## src/hw/rtl/lfpd_pkg.sv

```systemverilog
package lfpd_pkg;

  // Port widths
  localparam int SampleW  = 10;
  localparam int CfgIdxW  = 3;
  localparam int CfgDataW = 16;

  // Control law limits
  localparam logic signed [11:0] SampleCap  = 12'sd100;
  localparam logic signed [8:0]  ErrLimit   = 9'sd30;
  localparam logic signed [24:0] LineLimit  = 25'sd150;
  localparam logic signed [15:0] MotorLimit = 16'sd255;

  // Configuration register indexes
  typedef enum logic [CfgIdxW-1:0] {
    REG_PROP_GAIN      = 3'd0,
    REG_DERIV_GAIN     = 3'd1,
    REG_CRUISE_SPEED   = 3'd2,
    REG_BIAS_LEFT      = 3'd3,
    REG_BIAS_CENTRE    = 3'd4,
    REG_BIAS_RIGHT     = 3'd5,
    REG_MANUAL_SPEED_A = 3'd6,
    REG_MANUAL_SPEED_B = 3'd7
  } cfg_reg_t;

  // Register file contents
  typedef struct packed {
    logic signed [15:0] prop_gain;
    logic signed [15:0] deriv_gain;
    logic signed [15:0] cruise_speed;
    logic signed [7:0]  bias_left;
    logic signed [7:0]  bias_centre;
    logic signed [7:0]  bias_right;
    logic signed [15:0] manual_speed_a;
    logic signed [15:0] manual_speed_b;
  } cfg_t;

  // Error stage result
  typedef struct packed {
    logic signed [5:0] err;
    logic signed [6:0] derr;
    logic              on_line;
    logic              stopped_event;
  } front_t;

  // Correction stage result
  typedef struct packed {
    logic signed [23:0] corr;
    logic               on_line;
    logic               stopped_event;
  } corr_t;

endpackage

```

## src/hw/rtl/line_follow_pd_motor_drive_core.sv

```systemverilog
// Line-follow PD motor drive, four register stages: input, error, correction, result.
// An item passes the error, correction and result registers in turn; throughput is one
// item per cycle while out_stall is low, set by the single pass through the error,
// correction and drive stages; each stage moves whenever the one after it has room.
// Reset (rst, synchronous): pipeline empty, previous error zero, no stop reported,
// registers at their documented defaults.
module line_follow_pd_motor_drive_core
  import lfpd_pkg::*;
(
  input  logic                clk,
  input  logic                rst,
  // sample channel
  input  logic                in_valid,
  output logic                in_stall,
  input  logic [SampleW-1:0]  ir_left,
  input  logic [SampleW-1:0]  ir_centre,
  input  logic [SampleW-1:0]  ir_right,
  // result channel
  output logic                out_valid,
  input  logic                out_stall,
  output logic                dir_a,
  output logic                dir_b,
  output logic [7:0]          pwm_a,
  output logic [7:0]          pwm_b,
  output logic                stopped_event,
  output logic                on_line,
  // configuration write channel
  input  logic                cfg_valid,
  output logic                cfg_ready,
  input  logic [CfgIdxW-1:0]  cfg_index,
  input  logic [CfgDataW-1:0] cfg_data
);

  cfg_t               cfg;
  front_t             front;
  corr_t              corr;
  logic [SampleW-1:0] left_q, centre_q, right_q;
  logic               v_in, v_err, v_corr;
  logic               adv_in, adv_err, adv_corr, adv_out;

  assign cfg_ready = 1'b1;

  // Stage advance: a stage moves when it is empty or the next one moves
  assign adv_out  = !out_valid || !out_stall;
  assign adv_corr = !v_corr || adv_out;
  assign adv_err  = !v_err || adv_corr;
  assign adv_in   = !v_in || adv_err;
  assign in_stall = !adv_in;

  // Valid chain
  always_ff @(posedge clk) begin
    if (rst) begin
      v_in      <= 1'b0;
      v_err     <= 1'b0;
      v_corr    <= 1'b0;
      out_valid <= 1'b0;
    end else begin
      if (adv_in) begin
        v_in <= in_valid;
      end
      if (adv_err) begin
        v_err <= v_in;
      end
      if (adv_corr) begin
        v_corr <= v_err;
      end
      if (adv_out) begin
        out_valid <= v_corr;
      end
    end
  end

  // Capture the accepted item
  always_ff @(posedge clk) begin
    if (in_valid && adv_in) begin
      left_q   <= ir_left;
      centre_q <= ir_centre;
      right_q  <= ir_right;
    end
  end

  lfpd_regs u_regs (
    .clk      (clk),
    .rst      (rst),
    .wr_en    (cfg_valid && cfg_ready),
    .wr_index (cfg_index),
    .wr_data  (cfg_data),
    .cfg      (cfg)
  );

  lfpd_front u_front (
    .clk       (clk),
    .rst       (rst),
    .load      (v_in && adv_err),
    .ir_left   (left_q),
    .ir_centre (centre_q),
    .ir_right  (right_q),
    .cfg       (cfg),
    .res       (front)
  );

  lfpd_corr u_corr (
    .clk   (clk),
    .load  (v_err && adv_corr),
    .front (front),
    .cfg   (cfg),
    .res   (corr)
  );

  lfpd_drive u_drive (
    .clk           (clk),
    .load          (v_corr && adv_out),
    .corr          (corr),
    .cfg           (cfg),
    .dir_a         (dir_a),
    .dir_b         (dir_b),
    .pwm_a         (pwm_a),
    .pwm_b         (pwm_b),
    .stopped_event (stopped_event),
    .on_line       (on_line)
  );

endmodule

```

## src/hw/rtl/lfpd_regs.sv

```systemverilog
module lfpd_regs
  import lfpd_pkg::*;
(
  input  logic                clk,
  input  logic                rst,
  input  logic                wr_en,
  input  logic [CfgIdxW-1:0]  wr_index,
  input  logic [CfgDataW-1:0] wr_data,
  output cfg_t                cfg
);

  // Write one register per accepted write; indexes cover the whole list
  always_ff @(posedge clk) begin
    if (rst) begin
      cfg.prop_gain      <= 16'sd0;
      cfg.deriv_gain     <= 16'sd0;
      cfg.cruise_speed   <= 16'sd50;
      cfg.bias_left      <= 8'sd4;
      cfg.bias_centre    <= 8'sd0;
      cfg.bias_right     <= -8'sd3;
      cfg.manual_speed_a <= 16'sd0;
      cfg.manual_speed_b <= 16'sd0;
    end else if (wr_en) begin
      case (cfg_reg_t'(wr_index))
        REG_PROP_GAIN:      cfg.prop_gain      <= $signed(wr_data);
        REG_DERIV_GAIN:     cfg.deriv_gain     <= $signed(wr_data);
        REG_CRUISE_SPEED:   cfg.cruise_speed   <= $signed(wr_data);
        REG_BIAS_LEFT:      cfg.bias_left      <= $signed(wr_data[7:0]);
        REG_BIAS_CENTRE:    cfg.bias_centre    <= $signed(wr_data[7:0]);
        REG_BIAS_RIGHT:     cfg.bias_right     <= $signed(wr_data[7:0]);
        REG_MANUAL_SPEED_A: cfg.manual_speed_a <= $signed(wr_data);
        REG_MANUAL_SPEED_B: cfg.manual_speed_b <= $signed(wr_data);
        default: ;
      endcase
    end
  end

endmodule

```

## src/hw/rtl/lfpd_front.sv

```systemverilog
module lfpd_front
  import lfpd_pkg::*;
(
  input  logic               clk,
  input  logic               rst,
  input  logic               load,
  input  logic [SampleW-1:0] ir_left,
  input  logic [SampleW-1:0] ir_centre,
  input  logic [SampleW-1:0] ir_right,
  input  cfg_t               cfg,
  output front_t             res
);

  logic signed [11:0] left_raw, centre_raw, right_raw;
  logic signed [11:0] left_cap, right_cap;
  logic signed [8:0]  diff;
  logic signed [5:0]  err;
  logic signed [6:0]  derr;
  logic               on_line;
  logic signed [5:0]  prev_error;
  logic               stop_reported;

  // Remove sensor bias
  assign left_raw   = $signed({2'b00, ir_left})   - $signed({{4{cfg.bias_left[7]}},   cfg.bias_left});
  assign centre_raw = $signed({2'b00, ir_centre}) - $signed({{4{cfg.bias_centre[7]}}, cfg.bias_centre});
  assign right_raw  = $signed({2'b00, ir_right})  - $signed({{4{cfg.bias_right[7]}},  cfg.bias_right});

  // Cap from above only; negative samples pass through
  assign left_cap  = (left_raw > SampleCap) ? SampleCap : left_raw;
  assign right_cap = (right_raw > SampleCap) ? SampleCap : right_raw;

  // Left minus right, clamped to the error window
  assign diff = left_cap[8:0] - right_cap[8:0];

  always_comb begin
    if (diff > ErrLimit) begin
      err = ErrLimit[5:0];
    end else if (diff < -ErrLimit) begin
      err = 6'(-ErrLimit);
    end else begin
      err = diff[5:0];
    end
  end

  assign derr    = $signed({err[5], err}) - $signed({prev_error[5], prev_error});
  assign on_line = (centre_raw >= SampleCap);

  // Track last error and off-line run state
  always_ff @(posedge clk) begin
    if (rst) begin
      prev_error    <= 6'sd0;
      stop_reported <= 1'b0;
    end else if (load) begin
      prev_error    <= err;
      stop_reported <= !on_line;
    end
  end

  // Hold the stage result
  always_ff @(posedge clk) begin
    if (load) begin
      res.err           <= err;
      res.derr          <= derr;
      res.on_line       <= on_line;
      res.stopped_event <= !on_line && !stop_reported;
    end
  end

endmodule

```

## src/hw/rtl/lfpd_corr.sv

```systemverilog
module lfpd_corr
  import lfpd_pkg::*;
(
  input  logic   clk,
  input  logic   load,
  input  front_t front,
  input  cfg_t   cfg,
  output corr_t  res
);

  logic signed [21:0] p_term;
  logic signed [22:0] d_term;
  logic signed [23:0] corr;

  // Proportional and derivative products
  assign p_term = $signed({{6{cfg.prop_gain[15]}}, cfg.prop_gain})
                * $signed({{16{front.err[5]}}, front.err});
  assign d_term = $signed({{7{cfg.deriv_gain[15]}}, cfg.deriv_gain})
                * $signed({{16{front.derr[6]}}, front.derr});
  assign corr   = $signed({{2{p_term[21]}}, p_term}) + $signed({d_term[22], d_term});

  // Hold the stage result
  always_ff @(posedge clk) begin
    if (load) begin
      res.corr          <= corr;
      res.on_line       <= front.on_line;
      res.stopped_event <= front.stopped_event;
    end
  end

endmodule

```

## src/hw/rtl/lfpd_drive.sv

```systemverilog
module lfpd_drive
  import lfpd_pkg::*;
(
  input  logic       clk,
  input  logic       load,
  input  corr_t      corr,
  input  cfg_t       cfg,
  output logic       dir_a,
  output logic       dir_b,
  output logic [7:0] pwm_a,
  output logic [7:0] pwm_b,
  output logic       stopped_event,
  output logic       on_line
);

  logic signed [24:0] line_a_raw, line_b_raw;
  logic signed [15:0] line_a, line_b;
  logic signed [15:0] speed_a, speed_b;
  logic signed [8:0]  sat_a, sat_b;
  logic [7:0]         mag_a, mag_b;

  function automatic logic signed [15:0] clamp_line(input logic signed [24:0] v);
    logic signed [24:0] c;
    begin
      c = v;
      if (v > LineLimit) begin
        c = LineLimit;
      end else if (v < -LineLimit) begin
        c = -LineLimit;
      end
      return c[15:0];
    end
  endfunction

  function automatic logic signed [8:0] clamp_motor(input logic signed [15:0] v);
    logic signed [15:0] c;
    begin
      c = v;
      if (v > MotorLimit) begin
        c = MotorLimit;
      end else if (v < -MotorLimit) begin
        c = -MotorLimit;
      end
      return c[8:0];
    end
  endfunction

  function automatic logic [7:0] magnitude(input logic signed [8:0] v);
    logic signed [8:0] m;
    begin
      m = v[8] ? -v : v;
      return m[7:0];
    end
  endfunction

  // Cruise plus and minus correction, within the line speed window
  assign line_a_raw = $signed({{9{cfg.cruise_speed[15]}}, cfg.cruise_speed})
                    + $signed({corr.corr[23], corr.corr});
  assign line_b_raw = $signed({{9{cfg.cruise_speed[15]}}, cfg.cruise_speed})
                    - $signed({corr.corr[23], corr.corr});
  assign line_a = clamp_line(line_a_raw);
  assign line_b = clamp_line(line_b_raw);

  // Fall back to manual speeds off the line
  assign speed_a = corr.on_line ? line_a : cfg.manual_speed_a;
  assign speed_b = corr.on_line ? line_b : cfg.manual_speed_b;

  assign sat_a = clamp_motor(speed_a);
  assign sat_b = clamp_motor(speed_b);
  assign mag_a = magnitude(sat_a);
  assign mag_b = magnitude(sat_b);

  // Hold the result item
  always_ff @(posedge clk) begin
    if (load) begin
      dir_a         <= !sat_a[8];
      dir_b         <= !sat_b[8];
      pwm_a         <= 8'd255 - mag_a;
      pwm_b         <= 8'd255 - mag_b;
      stopped_event <= corr.stopped_event;
      on_line       <= corr.on_line;
    end
  end

endmodule

```

## config.mk

```make
export PLATFORM = sky130hd
export DESIGN_NAME = line_follow_pd_motor_drive_core
export DESIGN_NICKNAME = d
export VERILOG_FILES = /design/src/hw/rtl/lfpd_pkg.sv /design/src/hw/rtl/line_follow_pd_motor_drive_core.sv /design/src/hw/rtl/lfpd_regs.sv /design/src/hw/rtl/lfpd_front.sv /design/src/hw/rtl/lfpd_corr.sv /design/src/hw/rtl/lfpd_drive.sv
export SDC_FILE = /design/constraint.sdc
export NUM_CORES = 1
export LEC_CHECK = 0
export BUFFER_PORTS_ARGS = -buffer_cell sky130_fd_sc_hd__buf_2
export CAP_MARGIN = 20
export CORE_MARGIN = 10
export CORE_UTILIZATION = 55
export CTS_CLUSTER_SIZE = 12
export DETAILED_ROUTE_END_ITERATION = 8
export GPL_ROUTABILITY_DRIVEN = 0
export PLACE_DENSITY = 0.77
export SLEW_MARGIN = 40
export SYNTH_ARGS = -nofsm -noshare
export SYNTH_HDL_FRONTEND = slang
export SYNTH_SLANG_ARGS = --single-unit
```

## constraint.sdc

```tcl
create_clock -name clk -period 7.01 [get_ports clk]
set_input_delay 1.0515 -clock clk [delete_from_list [all_inputs] [get_ports clk]]
set_output_delay 1.0515 -clock clk [all_outputs]
set_load 0.005 [all_outputs]
```

Word level (Yosys, flattened, before mapping)
Cells that the tools add are included.

storage, ports and cells
  bits in latches = 0
  word-level logic and storage cells = 108
  ROM bits = 0
  register bits = 206
  memory bits (writable) = 0
  memories kept = 0
  input bits = 54

cells by class
  divide/modulo/power cells = 0
  $mul = 2
  bitwise logic cells = 0
  shifts and indexed selects = 0
  equal/unequal tests = 7
  reductions and logical operators = 28
  add/sub/neg operators = 12
  magnitude comparators = 13
  muxes and demuxes = 16

operator list
  operator                                                             number
  2-to-1 mux 16 bit                                                    6
  2-to-1 mux 9 bit                                                     6
  > comparator 25 x 9 -> 1 bit (second input constant)                 2
  < comparator 25 x 9 -> 1 bit (second input constant)                 2
  subtractor 11 x 8 -> 12 bit                                          3
  > comparator 16 x 9 -> 1 bit (second input constant)                 2
  < comparator 16 x 9 -> 1 bit (second input constant)                 2
  adder 16 x 24 -> 25 bit                                              1
  subtractor 16 x 24 -> 25 bit                                         1
  adder 22 x 23 -> 24 bit                                              1
  > comparator 12 x 8 -> 1 bit (second input constant)                 2
  multiplier 16 x 7 -> 23 bit                                          1
  multiplier 16 x 6 -> 22 bit                                          1
  2-to-1 mux 8 bit                                                     2
  negation 8 bit                                                       2
  AND reduction 2 bit                                                  8
  subtractor 8 bit (first input constant)                              2
  equality test 3 bit (second input constant)                          4
  greater-or-equal comparator 12 x 8 -> 1 bit (second input constant)  1
  2-to-1 mux 6 bit                                                     2
  zero test 1 bit                                                      10
  > comparator 9 x 6 -> 1 bit (second input constant)                  1
  < comparator 9 x 6 -> 1 bit (second input constant)                  1
  subtractor 9 bit                                                     1
  other kinds (6)                                                      14

Depth between registers and ports, before layout
  depth in word-level cells = 11
  depth in mapped cells = 39
  depth with buffers taken out = 39

By module
A second synthesis with hierarchy kept.

unflattened totals
  cells, all modules = 2376
  area, all modules = 21844.7 µm²

by module, submodules not included
  module                           area each (µm²)  cells an instance  times used
  lfpd_corr                        7853.8           776                1
  lfpd_drive                       5494.0           769                1
  lfpd_regs                        4132.7           376                1
  lfpd_front                       3274.4           402                1
  line_follow_pd_motor_drive_core  1089.8           53                 1

Least setup slack after synthesis
Ideal clock, no wire load.

  kind = register -> register
  from = register left_q[0]
  to = register u_front.res[8] in the netlist's numbering, data pin
  setup slack = -0.227 ns
  buffers on the path = 0
  arrival time = 6.973 ns
  clock period less this slack = 7.237 ns
  required time = 6.746 ns
  stages on the path, launching flop included = 40
  cell sequence = edfxtp_1 > inv_1 > ha_1 > inv_1 > fa_1 > a21o_1 > a21oi_1 > o21ai_0 > a21oi_1 > o21bai_1 > a21oi_1 > nor2b_1 > a31oi_1 > o21ai_0 > o2111ai_1 > a21oi_1 > a2bb2oi_1 > nand2_1 > (+4 left out) > a21oi_1 > o21ai_0 > a21boi_0 > o21ai_0 > nand2b_1 > nor2_1 > a211oi_1 > nand4b_1 > xnor2_1 > mux2i_1 > or2_2 > ha_1 > fa_1 > inv_1 > a21o_1 > a21oi_1 > o211ai_1 > o21ai_0

between the ends
  longest elaborated chain between the ends = 8
  elaborated cells between the ends (all ways) = 9
  those cells by class = add/sub (3); order compare (3); mux (3)

ends and longest elaborated chain
  what                             RTL line                               RTL
  start: declaration               line_follow_pd_motor_drive_core.sv:37  logic [SampleW-1:0] left_q, centre_q, right_q;
  start signal: assignment         line_follow_pd_motor_drive_core.sv:76  left_q <= ir_left;
  subtractor 11 x 8 -> 12 bit (*)  lfpd_front.sv:24                       assign left_raw = $signed({2'b00, ir_left}) - $signed({{4{cfg.bias_left[7]}}, cfg.bias_left});
  > comparator 12 x 8 -> 1 bit     lfpd_front.sv:29                       assign left_cap = (left_raw > SampleCap) ? SampleCap : left_raw;
  2-to-1 mux 9 bit (*)             lfpd_front.sv:29
  subtractor 9 bit (*)             lfpd_front.sv:33                       assign diff = left_cap[8:0] - right_cap[8:0];
  < comparator 9 x 6 -> 1 bit      lfpd_front.sv:38                       end else if (diff < -ErrLimit) begin
  2-to-1 mux 6 bit                 lfpd_front.sv:38
  2-to-1 mux 6 bit (*)             lfpd_front.sv:36                       if (diff > ErrLimit) begin
  subtractor 6 x 6 -> 7 bit (*)    lfpd_front.sv:45                       assign derr = $signed({err[5], err}) - $signed({prev_error[5], prev_error});
  net u_front.derr[6]              lfpd_front.sv:18                       logic signed [6:0] derr;
  end: declaration                 lfpd_front.sv:11                       output front_t res

The timed path passes the listed nets; every way through them passes the cells marked *.
A chain may end at the register's enable or synchronous reset.

Worst setup path after layout
  from = register left_q[0]
  to = register u_front.res[7] in the netlist's numbering, data pin

between the ends
  longest elaborated chain between the ends = 8
  elaborated cells between the ends (all ways) = 9
  those cells by class = add/sub (3); order compare (3); mux (3)

ends and longest elaborated chain
  what                             RTL line          RTL
  subtractor 11 x 8 -> 12 bit (*)  lfpd_front.sv:24
  > comparator 12 x 8 -> 1 bit     lfpd_front.sv:29
  2-to-1 mux 9 bit (*)             lfpd_front.sv:29
  subtractor 9 bit (*)             lfpd_front.sv:33
  < comparator 9 x 6 -> 1 bit      lfpd_front.sv:38
  2-to-1 mux 6 bit                 lfpd_front.sv:38
  2-to-1 mux 6 bit (*)             lfpd_front.sv:36
  net u_front.err[1]               lfpd_front.sv:17  logic signed [5:0] err;
  subtractor 6 x 6 -> 7 bit (*)    lfpd_front.sv:45
  net u_front.derr[5]              lfpd_front.sv:18

Marked as above.

==> impl_metrics.csv <==
group,metric,value,unit
routing,drtIter0Drc,1883,
worst_setup_path,cp_max_fo,5,
clocking,cts_root_buf,"clkbuf_16",
worst_setup_path,crit_arrival,7.21,ns
placement,portBuffers,75,
grt,grt_pass1_wl,93100,um
sta,holdWs,0.416,ns
power,power_frac_clock,16.8,%
yosys,syn_area,21200,um2
yosys,synth_edf_count,91,
die,die-height,216,um
power,p_sw,3.13,mW
yosys,yosys.area_share.simple,20.5,%
yosys,synth_top_family_by_area,"adder cells",
routing,first_pass_iters,8,
sta,clock_skew,0.0203,ns
grt,grt_pass1_vias,18300,
die,design.portCount,77,
sta,slew_violations,0,
outcome,status,"complete, but fails checks",
power,internal_power,3.99,mW
sta,worstMarginPinSlew,0.851,ns
outcome,failed_checks,"design-rule violations",
cells_and_area,layout_common_cells,"371 x nand2_1, 286 x inv_1, 199 x fa_1, 175 x a21oi_1, 153 x ha_1",
placement,place_ws,-0.343,ns
grt,grt_usage,23.9,%
power,switching_share,44.0,%
sta,fin_crit_sh,98.9,%
cells_and_area,drive_above_1_share,9.76,%
worst_setup_path,path_class,"reg2reg",
power,power_density,307,nW/um2
power,p_leak,10.2,nW
clocking,clk-insertion-delay-late,0.54,ns
yosys,ys_types,96,
yosys,synth_adder_area_share,28.4,%
yosys,async_flop_share,0,%
min_path,hp-class,"reg2reg",
sta,slew_headroom,43.3,%
grt,grt-ovfl-total,0,
yosys,ys_seq_elements,206,
routing,drc,1,
worst_setup_path,required,7.28,ns
placement,post-place-cells,2984,
cells_and_area,antenna_cells,0,
worst_setup_path,critPathMaxStageDelay,0.39,ns
clocking,cts-buffers-inserted,24,
cells_and_area,finish.instance_area,23200,um2
die,start_util,56.0,%
yosys,synth_compound_area_share,16.9,%
power,max-vdd-ir-drop,0.326,mV
yosys,avgSynthCellArea,8.64,um2
cells_and_area,area_growth,9.47,%
worst_setup_path,cp_common_cell,"a21oi_2",
yosys,ys.flop_type,"dfxtp_1",
yosys,synthXorXnorAreaFrac,3.02,%
clocking,cts_tree,"yes",
clocking,clk_pin_slew,0.06,ns
power,power,7.12,mW
placement,place_area,22100,um2
die,coreArea,37800,um2
sta,max_freq,144,MHz
clocking,cts_buffer_depth,3,
routing,drt_wl_total,56600,um
worst_setup_path,ff2ff_path_depth,40,
die,fp.dieW,216,um
yosys,syn_nets,2863,
grt,grt_max_degree,66,
clocking,cts_max_level,1,
worst_setup_path,critPathCaptureType,"flop",
routing,ant_nets,0,
worst_setup_path,start_kind,"flop",
worst_setup_path,crit_path_end,"u_front.res[7]",
worst_setup_path,reg2reg_slack,0.08,ns
yosys,ys_seq_area_share,23.8,%
power,combPwrFrac,60.6,%
sta,final.min_clock_period,6.93,ns
sta,finalSetupViolCount,0,
die,die_area,46700,um2
cells_and_area,final_nets,2925,
grt,antenna_found_initial,0,
cells_and_area,final_common_cell,"nand2_1",
sta,hold_viol_final,0,
run,cap_violations,0,
yosys,synthMuxAreaShare,0.544,%
cells_and_area,instances_no_fill,3041,
sta,finalWorstSetupSlack,0.0775,ns
die,rows,71,
worst_setup_path,reg2reg_from,"left_q[0]",
routing,vias,18200,
sta,rsz0062_at_grt,"true",
worst_setup_path,worst_path_max_delay_cell,"fa_2",
power,p_seq_share,22.6,%
yosys,syn_inst,2450,
routing,via_per_inst,5.98,
placement,dpl.hpwl,43700,um
worst_setup_path,critical_path.startpoint,"left_q[0]",
clocking,cts_sinks,206,
yosys,ys.warnings.count,0,
worst_setup_path,r2r-end,"u_front.res[7]",
routing,wl_per_cell,18.6,um
==> worst min path at each step <==
stage	start	endpoint	slack, ns	depth (start not counted)
after floorplan	u_front.res[0]	u_corr.res[0]	0.40	0
after global placement	u_front.res[0]	u_corr.res[0]	0.40	0
after detailed placement	u_corr.res[0]	u_drive.stopped_event	0.41	0
after CTS	u_corr.res[0]	u_drive.stopped_event	0.42	0
after global routing	u_corr.res[0]	u_drive.stopped_event	0.44	0
final	u_corr.res[0]	u_drive.stopped_event	0.42	0
==> cell families after synthesis <==
family / after synthesis
adders and majority gates: 359
AOI/OAI and AO/OA: 534
muxes: 11
xor gates and xnor gates: 73
buffers and inverters: 378
DFF: 206
other: 1
and+or+nand+nor: 888
==> state kept, by name, indices dropped and copies added (netlist names), 6 cells and up <==
signal	cells
u_front.prev_error	6
u_regs.cfg	104
u_drive.pwm_b	8
u_corr.res	26
left_q	10
u_drive.pwm_a	8
u_front.res	15
right_q	10
centre_q	10
==> area by class of cell <==
class,count,area [um2]
Clock buffer,36,697
Clock inverter,8,61.3
Fill cell,3205,14700
Inverter,291,1090
Multi-Input combinational cell,1866,14900
Sequential cell,206,5040
Tap cell,511,639
Timing Repair Buffer,123,738
==> what timing repair did <==
| item | 4_1_cts | 5_1_grt |
|---|---|---|
| hold buffers | 0 | 0 |
| setup endpoints to repair | 5 | 8 |
| setup buffers | 3 | 10 |
| gates resized for setup | 10 | 42 |
| pin swaps | 8 | 20 |
| endpoints found under the hold margin | 0 | 0 |
==> Yosys cell counts (7+ instances only) <==
cell / number / share of area [%]
ha_1: 157 / 9.3
nand4_1: 14 / 0.41
nor2b_1: 42 / 1.2
xor2_1: 23 / 0.95
xnor2_1: 50 / 2.1
dfxtp_1: 115 / 11
nor4b_1: 7 / 0.29
and2_1: 92 / 2.7
a21o_1: 33 / 1.2
clkbuf_1: 65 / 1.2
fa_1: 202 / 19
nor3_1: 42 / 0.99
o21a_1: 16 / 0.57
edfxtp_1: 91 / 13
o21ai_0: 74 / 1.7
o311ai_0: 7 / 0.29
nor3b_1: 11 / 0.39
o31a_1: 8 / 0.33
a31oi_1: 24 / 0.71
nand2b_1: 54 / 1.6
a21boi_0: 10 / 0.35
o21bai_1: 18 / 0.64
mux2i_1: 7 / 0.33
o31ai_1: 10 / 0.35
or3_1: 15 / 0.44
nand2_1: 372 / 6.6
nand3_1: 35 / 0.83
or4_1: 7 / 0.25
a211oi_1: 19 / 0.67
nor4_1: 24 / 0.71
o211ai_1: 20 / 0.71
clkbuf_2: 8 / 0.19
and3_1: 15 / 0.44
a21oi_1: 186 / 4.4
nor2_1: 118 / 2.1
or2_2: 14 / 0.41
a211o_1: 18 / 0.74
nand3b_1: 9 / 0.32
a2111oi_0: 8 / 0.33
inv_1: 288 / 5.1
==> worst max-delay path, delay by kind of cell, from the launching register on <==
family          cells  cell delay (ns)
compound gates     19             2.79
mux                 2             0.45
fa+ha+maj           5             1.27
buf+inv             3             0.27
xor+xnor            2             0.30
simple gates        9             1.20
flops               1             0.36
==> power by group through the flow <==
stage	registers (mW)	clock network, mW	logic (mW)
after floorplan	1.60	0	3.09
after global placement	1.63	0	3.89
after detailed placement	1.64	0	4.03
after CTS	1.61	1.21	4.13
after global routing	1.62	1.26	4.83
final	1.61	1.20	4.31
==> metal layers <==
layer	GRT usage, %	share of wire (%)	vias up
li1	-	-	8465
met1	30.5	41	8827
met2	40.7	48	771
met3	3.75	7.5	136
met4	7.64	3.6	0
met5	0	0	-
==> metrics by stage <==
stage          TNS (ns)  utilization, %
4_1_cts               0            60.6
2_1_floorplan         0               -
3_3_place_gp          0            58.5
6_report              0            61.3
5_1_grt           -1.12            61.3
3_5_place_dp     -0.949            58.5
(Power assumes the default switching activity.)
